[config.mk]
export PLATFORM = sky130hd
export DESIGN_NAME = button_gesture_cursor
export DESIGN_NICKNAME = d
export VERILOG_FILES = /design/src/hdl/bgc_pkg.sv /design/src/hdl/button_gesture_cursor.sv
export SDC_FILE = /design/constraint.sdc
export NUM_CORES = 1
export LEC_CHECK = 0
export BUFFER_PORTS_ARGS = -buffer_cell sky130_fd_sc_hd__buf_2
export CAP_MARGIN = 40
export CORE_ASPECT_RATIO = 0.7
export CORE_MARGIN = 3
export CORE_UTILIZATION = 46
export DETAILED_ROUTE_END_ITERATION = 8
export GPL_TIMING_DRIVEN = 0
export PLACE_DENSITY_LB_ADDON = 0.05
export SKIP_CTS_REPAIR_TIMING = 1
export SYNTH_ARGS = -nofsm -noshare
export SYNTH_HDL_FRONTEND = slang
export SYNTH_SLANG_ARGS = --single-unit
[constraint.sdc]
create_clock -name clk -period 8.5 [get_ports clk]
set_input_delay 1.7 -clock clk [delete_from_list [all_inputs] [get_ports clk]]
set_output_delay 1.7 -clock clk [all_outputs]
set_load 0.1 [all_outputs]
[src/hdl/bgc_pkg.sv]
package bgc_pkg;

  // Gesture event codes reported with every result beat.
  localparam logic [2:0] EV_NONE   = 3'd0;
  localparam logic [2:0] EV_DOWN   = 3'd1;
  localparam logic [2:0] EV_WRAP   = 3'd2;
  localparam logic [2:0] EV_UP     = 3'd3;
  localparam logic [2:0] EV_SELECT = 3'd4;

  // Configuration register indexes.
  localparam logic [1:0] REG_DEBOUNCE = 2'd0;
  localparam logic [1:0] REG_WINDOW   = 2'd1;
  localparam logic [1:0] REG_HOLD     = 2'd2;
  localparam logic [1:0] REG_ENTRIES  = 2'd3;

  // Values the configuration registers take at reset.
  localparam logic [7:0]  DEBOUNCE_RESET = 8'd15;
  localparam logic [11:0] WINDOW_RESET   = 12'd200;
  localparam logic [15:0] HOLD_RESET     = 16'd1500;
  localparam logic [5:0]  ENTRIES_RESET  = 6'd12;

  // Default menu size limit.
  localparam int MAX_ENTRIES_DEFAULT = 32;

  // The cursor register cannot address more than this many entries.
  localparam int CURSOR_LIMIT = 32;

endpackage

[src/hdl/button_gesture_cursor.sv]
// Channel  | Handshake              | Payload
// ---------+------------------------+---------------------------------
// input    | in_valid / in_stall    | button_pressed
// output   | out_valid / out_stall  | gesture_event, cursor_index
// config   | cfg_valid / cfg_ready  | cfg_index, cfg_data
//
// Every input beat gives exactly one output beat, via the input and result registers.
// One beat is taken every clock unless the output stalls; the input and result registers
// are the only two stages, and a tick updates the state as it enters the result register.
// Reset (rst, synchronous) clears the tick counter, all timers and the cursor,
// and loads the default configuration.
// A stall on the output holds the result; the input stalls only when both stages are full.
module button_gesture_cursor
  import bgc_pkg::*;
#(
  parameter int MAX_ENTRIES = MAX_ENTRIES_DEFAULT
) (
  input  logic        clk,
  input  logic        rst,
  input  logic        in_valid,
  output logic        in_stall,
  input  logic        button_pressed,
  output logic        out_valid,
  input  logic        out_stall,
  output logic [2:0]  gesture_event,
  output logic [4:0]  cursor_index,
  input  logic        cfg_valid,
  output logic        cfg_ready,
  input  logic [1:0]  cfg_index,
  input  logic [15:0] cfg_data
);

  localparam int ENTRY_LIMIT = (MAX_ENTRIES < CURSOR_LIMIT) ? MAX_ENTRIES : CURSOR_LIMIT;

  // Configuration registers.
  logic [7:0]  debounce_ms;
  logic [11:0] double_window_ms;
  logic [15:0] hold_ms;
  logic [5:0]  entry_count;

  // Gesture state.
  logic [31:0] now_ms;
  logic [31:0] last_edge_ms;
  logic [31:0] window_start_ms;
  logic [31:0] hold_start_ms;
  logic        window_active;
  logic        double_seen;
  logic        prev_level;
  logic        after_select;
  logic [4:0]  cursor;

  // Input stage.
  logic        in_full;
  logic        level;

  logic        advance;
  logic        work;

  // Next values.
  logic        edge_seen;
  logic        edge_taken;
  logic [31:0] last_edge_ms_next;
  logic [31:0] window_start_ms_next;
  logic [31:0] hold_base;
  logic [31:0] hold_start_ms_next;
  logic        win_open;
  logic        window_active_next;
  logic        dbl;
  logic        double_seen_next;
  logic        expire;
  logic        hold_fire;
  logic [5:0]  entries_eff;
  logic [4:0]  last_entry;
  logic [4:0]  cursor_next;
  logic        after_select_next;
  logic [2:0]  event_next;

  assign cfg_ready = 1'b1;

  // The result stage moves when it is empty or its beat is taken.
  assign advance  = !(out_valid && out_stall);
  assign work     = in_full && advance;
  assign in_stall = in_full && !advance;

  // Configuration writes, truncated to register width.
  always_ff @(posedge clk) begin
    if (rst) begin
      debounce_ms      <= DEBOUNCE_RESET;
      double_window_ms <= WINDOW_RESET;
      hold_ms          <= HOLD_RESET;
      entry_count      <= ENTRIES_RESET;
    end else if (cfg_valid && cfg_ready) begin
      unique case (cfg_index)
        REG_DEBOUNCE: debounce_ms      <= cfg_data[7:0];
        REG_WINDOW:   double_window_ms <= cfg_data[11:0];
        REG_HOLD:     hold_ms          <= cfg_data;
        REG_ENTRIES:  entry_count      <= cfg_data[5:0];
        default: ;
      endcase
    end
  end

  // Input register.
  always_ff @(posedge clk) begin
    if (rst) begin
      in_full <= 1'b0;
    end else if (!in_stall) begin
      in_full <= in_valid;
    end
  end

  always_ff @(posedge clk) begin
    if (!in_stall && in_valid) begin
      level <= button_pressed;
    end
  end

  // Press edge and debounce.
  always_comb begin
    edge_seen  = level && !prev_level;
    edge_taken = edge_seen && ((now_ms - last_edge_ms) > {24'd0, debounce_ms});
    hold_base  = edge_seen ? now_ms : hold_start_ms;
    last_edge_ms_next    = edge_taken ? now_ms : last_edge_ms;
    window_start_ms_next = (edge_taken && !window_active) ? now_ms : window_start_ms;
    win_open = window_active || edge_taken;
    dbl      = edge_taken ? window_active : double_seen;
  end

  // Effective menu size: zero counts as one, large values are clamped.
  always_comb begin
    entries_eff = entry_count;
    if (entry_count == 6'd0) begin
      entries_eff = 6'd1;
    end
    if (entry_count > 6'(ENTRY_LIMIT)) begin
      entries_eff = 6'(ENTRY_LIMIT);
    end
    last_entry = 5'(entries_eff - 6'd1);
  end

  // Window expiry moves the cursor; a hold select overrides the event.
  always_comb begin
    expire             = win_open &&
                         ((now_ms - window_start_ms_next) > {20'd0, double_window_ms});
    cursor_next        = cursor;
    after_select_next  = after_select;
    event_next         = EV_NONE;
    window_active_next = win_open;
    double_seen_next   = dbl;
    hold_start_ms_next = hold_base;
    if (expire) begin
      window_active_next = 1'b0;
      if (!dbl) begin
        if ((cursor >= last_entry) || after_select) begin
          cursor_next       = 5'd0;
          after_select_next = 1'b0;
          event_next        = EV_WRAP;
        end else begin
          cursor_next = cursor + 5'd1;
          event_next  = EV_DOWN;
        end
      end else begin
        if (cursor != 5'd0) begin
          cursor_next = cursor - 5'd1;
        end
        event_next = EV_UP;
      end
    end
    hold_fire = level && ((now_ms - hold_base) > {16'd0, hold_ms});
    if (hold_fire) begin
      event_next         = EV_SELECT;
      after_select_next  = 1'b1;
      window_active_next = 1'b0;
      hold_start_ms_next = now_ms;
    end
  end

  // State update, once per processed tick.
  always_ff @(posedge clk) begin
    if (rst) begin
      now_ms          <= 32'd0;
      last_edge_ms    <= 32'd0;
      window_start_ms <= 32'd0;
      hold_start_ms   <= 32'd0;
      window_active   <= 1'b0;
      double_seen     <= 1'b0;
      prev_level      <= 1'b0;
      after_select    <= 1'b0;
      cursor          <= 5'd0;
    end else if (work) begin
      now_ms          <= now_ms + 32'd1;
      last_edge_ms    <= last_edge_ms_next;
      window_start_ms <= window_start_ms_next;
      hold_start_ms   <= hold_start_ms_next;
      window_active   <= window_active_next;
      double_seen     <= double_seen_next;
      prev_level      <= level;
      after_select    <= after_select_next;
      cursor          <= cursor_next;
    end
  end

  // Result register.
  always_ff @(posedge clk) begin
    if (rst) begin
      out_valid <= 1'b0;
    end else if (advance) begin
      out_valid <= in_full;
    end
  end

  always_ff @(posedge clk) begin
    if (work) begin
      gesture_event <= event_next;
      cursor_index  <= cursor_next;
    end
  end

endmodule
### After elaboration in Yosys (flattened, before gate mapping)

Cells that the tools add are included.

* $add $sub $neg: 7
* order comparisons: 5
* equal/unequal tests: 4
* multiplexer cells: 19
* bitwise logic cells: 1
* reductions and logical operators: 27

Operators by type and width (count)
* $mux W32: 3
* $sub A32 B32 Y32: 3
* $add A32 B1 Y32 const B: 1
* $gt A32 B12 Y1: 1
* $gt A32 B16 Y1: 1
* $gt A32 B8 Y1: 1
* $mux W5: 6
* $reduce_and A2 Y1: 5
* $sub A5 B1 Y5 const B: 2
* $logic_and A1 B1 Y1: 9
* $mux W1: 7
* $gt A6 B6 Y1 const B: 1
* $logic_not A6 Y1: 1
* $mux W3: 2
* $add A5 B1 Y5 const B: 1
* $ge A5 B5 Y1: 1
* $reduce_bool A5 Y1: 1
* $eq A2 B2 Y1 const B: 2
* $logic_not A1 Y1: 4
* $reduce_and A4 Y1: 1
* $reduce_bool A2 Y1: 2
* $eq A2 B1 Y1 const B: 1
* $logic_not A2 Y1: 1
* $logic_or A1 B1 Y1: 2
* 4 further kinds: 4

* register bits: 190
* bits of input ports: 24
* output and inout bits: 11
* logic and storage cells: 82

### Longest topological paths before layout

* depth in word-level cells: 10
* gate-level depth with buffers: 46
* mapped depth without buffers: 43

### Worst setup path before layout

OpenSTA, ideal clock, no wires.

* path kind: flip-flop to flip-flop
* start: reg now_ms[1]
* end: reg cursor_index[3], data pin
* setup time: 0.260 ns
* arrival time: 8.453 ns
* setup slack: -0.213 ns
* cell stages (with the launch flop): 40
* clock period less this slack: 8.713 ns
* cell sequence: dfxtp_1 > inv_1 > fa_1 > nand2b_1 > a211o_1 > a2111o_1 > a31o_1 > a2111oi_4 > mux2i_1 > nor4b_4 > nand3_2 > nand2_1 > buf_1 > clkbuf_1 > nand2_1 > o21ai_0 > ha_1 > fa_1 > [4 not listed] > a21boi_0 > or2_2 > maj3_1 > mux2i_1 > o211ai_1 > o21ai_0 > a21oi_1 > ha_1 > a21o_1 > a21oi_1 > o21ai_0 > o31ai_1 > nand3_1 > a2111oi_0 > nand4_1 > nand4b_4 > nand2_2 > mux2_2

* word-level cells in the longest chain between the ends: 9
* elaborated cells between the ends (all ways): 12
* those cells by class: 2 x add/sub; 2 x order compare; 4 x mux; 4 x reduce/logical

Ends and longest elaborated chain
* start: declaration: RTL line button_gesture_cursor.sv:42 `logic [31:0] now_ms;`
* start signal: assignment: RTL line button_gesture_cursor.sv:191 `now_ms <= now_ms + 32'd1;`
* $sub A32 B32 Y32: RTL line button_gesture_cursor.sv:121 `edge_taken = edge_seen && ((now_ms - last_edge_ms) > {24'd0, debounce_ms});`
* $gt A32 B8 Y1: RTL line button_gesture_cursor.sv:121
* $logic_and A1 B1 Y1: RTL line button_gesture_cursor.sv:121
* $logic_and A1 B1 Y1: RTL line button_gesture_cursor.sv:124 `window_start_ms_next = (edge_taken && !window_active) ? now_ms : window_start_ms;`
* $mux W32: RTL line button_gesture_cursor.sv:124
* named net window_start_ms_next[0]: RTL line button_gesture_cursor.sv:63 `logic [31:0] window_start_ms_next;`
* $sub A32 B32 Y32: RTL line button_gesture_cursor.sv:144 `((now_ms - window_start_ms_next) > {20'd0, double_window_ms});`
* $gt A32 B12 Y1: RTL line button_gesture_cursor.sv:144
* $logic_and A1 B1 Y1: RTL line button_gesture_cursor.sv:143 `expire = win_open &&`
* $mux W5: RTL line button_gesture_cursor.sv:151 `if (expire) begin`
* named net cursor_next[3]: RTL line button_gesture_cursor.sv:74 `logic [4:0] cursor_next;`
* end signal: assignment: RTL line button_gesture_cursor.sv:215 `cursor_index <= cursor_next;`
* end: declaration: RTL line button_gesture_cursor.sv:26 `output logic [4:0] cursor_index,`

The timed path passes the listed nets, and every way through them passes these cells.
A chain may end at the register's enable or synchronous reset.

### Final worst setup path

* start: reg now_ms[0]
* end: reg cursor_index[3], data pin

* word-level cells in the longest chain between the ends: 9
* elaborated cells between the ends (all ways): 12
* those cells by class: 2 x add/sub; 2 x order compare; 4 x mux; 4 x reduce/logical

Ends and longest elaborated chain (RTL line)
* $sub A32 B32 Y32: button_gesture_cursor.sv:121
* $gt A32 B8 Y1: button_gesture_cursor.sv:121
* $logic_and A1 B1 Y1: button_gesture_cursor.sv:121
* $logic_and A1 B1 Y1: button_gesture_cursor.sv:124
* $mux W32 *: button_gesture_cursor.sv:124
* named net window_start_ms_next[0]: button_gesture_cursor.sv:63
* $sub A32 B32 Y32 *: button_gesture_cursor.sv:144
* $gt A32 B12 Y1 *: button_gesture_cursor.sv:144
* $logic_and A1 B1 Y1 *: button_gesture_cursor.sv:143
* $mux W5 *: button_gesture_cursor.sv:151
* named net cursor_next[3]: button_gesture_cursor.sv:74

Mark *: on every way through the listed nets, which the timed path passes. The rest lies on a longest branch.

==> results_dict.tcl <==
set metrics [dict create \
    place_area_mm2 0.0157 \
    ys_seq_area_frac 0.261 \
    drive_gt1_frac 0.0987 \
    worst_slack_ps -236 \
    vdd.ir_drop.worst_v 0.000121 \
    vias 14400 \
    use_met2 0.378 \
    hold_viol 0 \
    fillers 3062 \
    yosys_warnings 0 \
    use_met1 0.417 \
    grt_overflow_total 0 \
    maxSlewHeadroom 0.374 \
    startpoint "now_ms[0]" \
    nets 2195 \
    hp-start "last_edge_ms[27]" \
    dr.pass1.iters 5 \
    cp_max_fo 7 \
    rsz0062_at_grt "yes" \
    wl_per_cell_um 19.3 \
    worst_skew_pair.late_latency_ps 470 \
    crit_path_start_kind "register" \
    fin_crit_ps 8740 \
    netlist_area_mm2 0.0149 \
    multi_input_area_mm2 0.0105 \
    clk_pin_slew_ps 70 \
    fp.dieW_um 221 \
    clock-root-buffer "clkbuf_16" \
    synth-edff-count 9 \
    cp_data_arrival_time_ps 8940 \
    end_kind "register" \
    grt_pass1_vias 12900 \
    fp.dieH_um 157 \
    die_area_mm2 0.0347 \
    p_leak_nw 7.52 \
    final_cell_mix "nand2_1, nor2_1, a21oi_1" \
    powerDensity_mw_per_mm2 157 \
    met3_usage 0.0435 \
    r2r-start "now_ms[0]" \
    ant_nets 0 \
    maxCapViolCount 0 \
    synth_async_sr_flop_share 0 \
    place_hpwl_mm 37.7 \
    cp_data_required_time_ps 8710 \
    synth_cell_types 96 \
    grt_pass1_wl_mm 72.9 \
    grt_busiest_layer "met1" \
    gp_routability_congestion 0.941 \
    final_common_cell "nand2_1" \
    start_util 0.473 \
    regArea_mm2 0.00391 \
    wirelength_mm 47.7 \
    drtIter0Drc 1042 \
    r2r_setup_slack_ps -240 \
    period_share 1.03 \
    slew_violations 0 \
    critPathSlowestCell "dfxtp_4" \
    synth-seq-cells 190 \
    grt_usage 0.266 \
    drc 0 \
    avgSynthCellArea_um2 7.67 \
    fmax_mhz 114 \
    viasPerCell 5.84 \
    antenna_found_initial 0 \
    fin_area_mm2 0.0169 \
    slowest_delay_ps 390 \
    core-area_mm2 0.0316 \
    syn_nets 2108 \
    area_growth_syn_to_layout_pct 13.1 \
    path_class "register to register" \
    status "finished with violations" \
    diodes 0 \
    min_path_type "register to register" \
    fin_worst_skew_ps 25.0 \
    pin_count 35 \
    row_count 54 \
    power.total_mw 2.66 \
    setup_viol_count_final 13 \
    cts_buffers 17 \
    clockBufferDepth 2 \
    synth-main-ff-cell "dfxtp_1" \
    tightest_slew_ps 929 \
    portBuffers 32 \
    cts_max_level 4 \
    grt_max_degree 20 \
    cts_tree "done" \
    clock_sinks 190 \
    violations "negative setup slack" \
    postSynthCellCount 1946 \
]
## sequential cells by signal, summed over array words and instances, names as in the netlist, 3 cells and up
name / count
double_window_ms: 12
gesture_event: 3
hold_start_ms: 32
now_ms: 32
cursor_index: 5
last_edge_ms: 32
entry_count: 6
window_start_ms: 32
cursor: 5
debounce_ms: 8
hold_ms: 16
## final cells by class
| type | instances | share of cell area |
|---|---|---|
| Buffer | 98 | 0.0259 |
| Clock buffer | 18 | 0.0254 |
| Clock inverter | 14 | 0.0101 |
| Inverter | 114 | 0.0256 |
| Multi-Input combinational cell | 1543 | 0.623 |
| Sequential cell | 190 | 0.232 |
| Tap cell | 420 | 0.0311 |
| Timing Repair Buffer | 69 | 0.0276 |
## per-layer routing
layer,vias up,part of all wire
met1,6819,0.52
met3,39,0.068
li1,7138,-
met5,-,0
met2,407,0.40
met4,0,0.013
## cells in the mapped netlist, drive strengths merged, types with 5 or more instances
cell     count  area share
a2111oi      6      0.0061
a211oi      36       0.018
a21boi      10      0.0050
a21o        43       0.022
a21oi      188       0.063
a221oi       5      0.0029
a31o         5      0.0029
a31oi       10      0.0042
and2         7      0.0031
and3        11      0.0046
and4         5      0.0029
buf         17      0.0060
clkbuf      82       0.021
dfxtp      181        0.24
edfxtp       9       0.018
ha         135        0.11
inv        114       0.029
mux2i      102       0.068
nand2      233       0.059
nand2b      25       0.010
nand3       48       0.016
nand4       36       0.015
nor2       206       0.052
nor2b       25       0.010
nor3        35       0.012
nor4         7      0.0039
o211ai      28       0.014
o21a        31       0.016
o21ai       81       0.027
o21bai      13      0.0065
o221ai       6      0.0035
o22ai        9      0.0038
o31ai       14      0.0070
or2         11      0.0046
or3         13      0.0054
xnor2       35       0.021
xor2        40       0.023
## power by group
part | leakage (nW) | switching [mW] | internal [mW]
Combinational | 5.67 | 0.509 | 0.368
Clock | 0.290 | 0.425 | 0.423
Sequential | 1.56 | 0.0134 | 0.919
Total | 7.52 | 0.948 | 1.71
## cells by family after synthesis
| logic type | Yosys count | share of synthesized area |
|---|---|---|
| and+or+nand+nor | 677 | 0.210 |
| adders and majority gates | 140 | 0.119 |
| muxes | 106 | 0.0714 |
| AOI/OAI and AO/OA | 544 | 0.240 |
| xor gates and xnor gates | 75 | 0.0440 |
| DFF | 190 | 0.261 |
| buffers and inverters | 213 | 0.0552 |
| other | 1 | 0.000251 |
## through the flow
stage	setup TNS, ps	instances	util	worst slack, ps	hold WS [ps]
6_report	-1680	2466	0.535	-236	457
5_1_grt	-6640	2466	0.535	-578	469
4_1_cts	-43370	2434	0.515	-2780	458
3_5_place_dp	-40770	2402	0.496	-2730	448
3_3_place_gp	-41630	2398	0.495	-2870	443
2_1_floorplan	0	1946	-	57.6	436
## critical path: cells and delay by family, from the launching register on
| family | cells | cell delay [ps] |
|---|---|---|
| xor+xnor | 1 | 180 |
| simple gates | 15 | 2590 |
| mux | 2 | 500 |
| buf+inv | 3 | 440 |
| flops | 1 | 390 |
| compound gates | 14 | 2460 |
| fa+ha+maj | 7 | 1900 |
## path summary, 6_finish.rpt
| kind | end | cells past startpoint |
|---|---|---|
| setup reg to reg | cursor_index[3] | 42 |
| hold / removal | last_edge_ms[27] | 2 |
| hold reg to reg | last_edge_ms[27] | 2 |
| setup / recovery | cursor_index[3] | 42 |
Power figures use the tool's default switching activity.
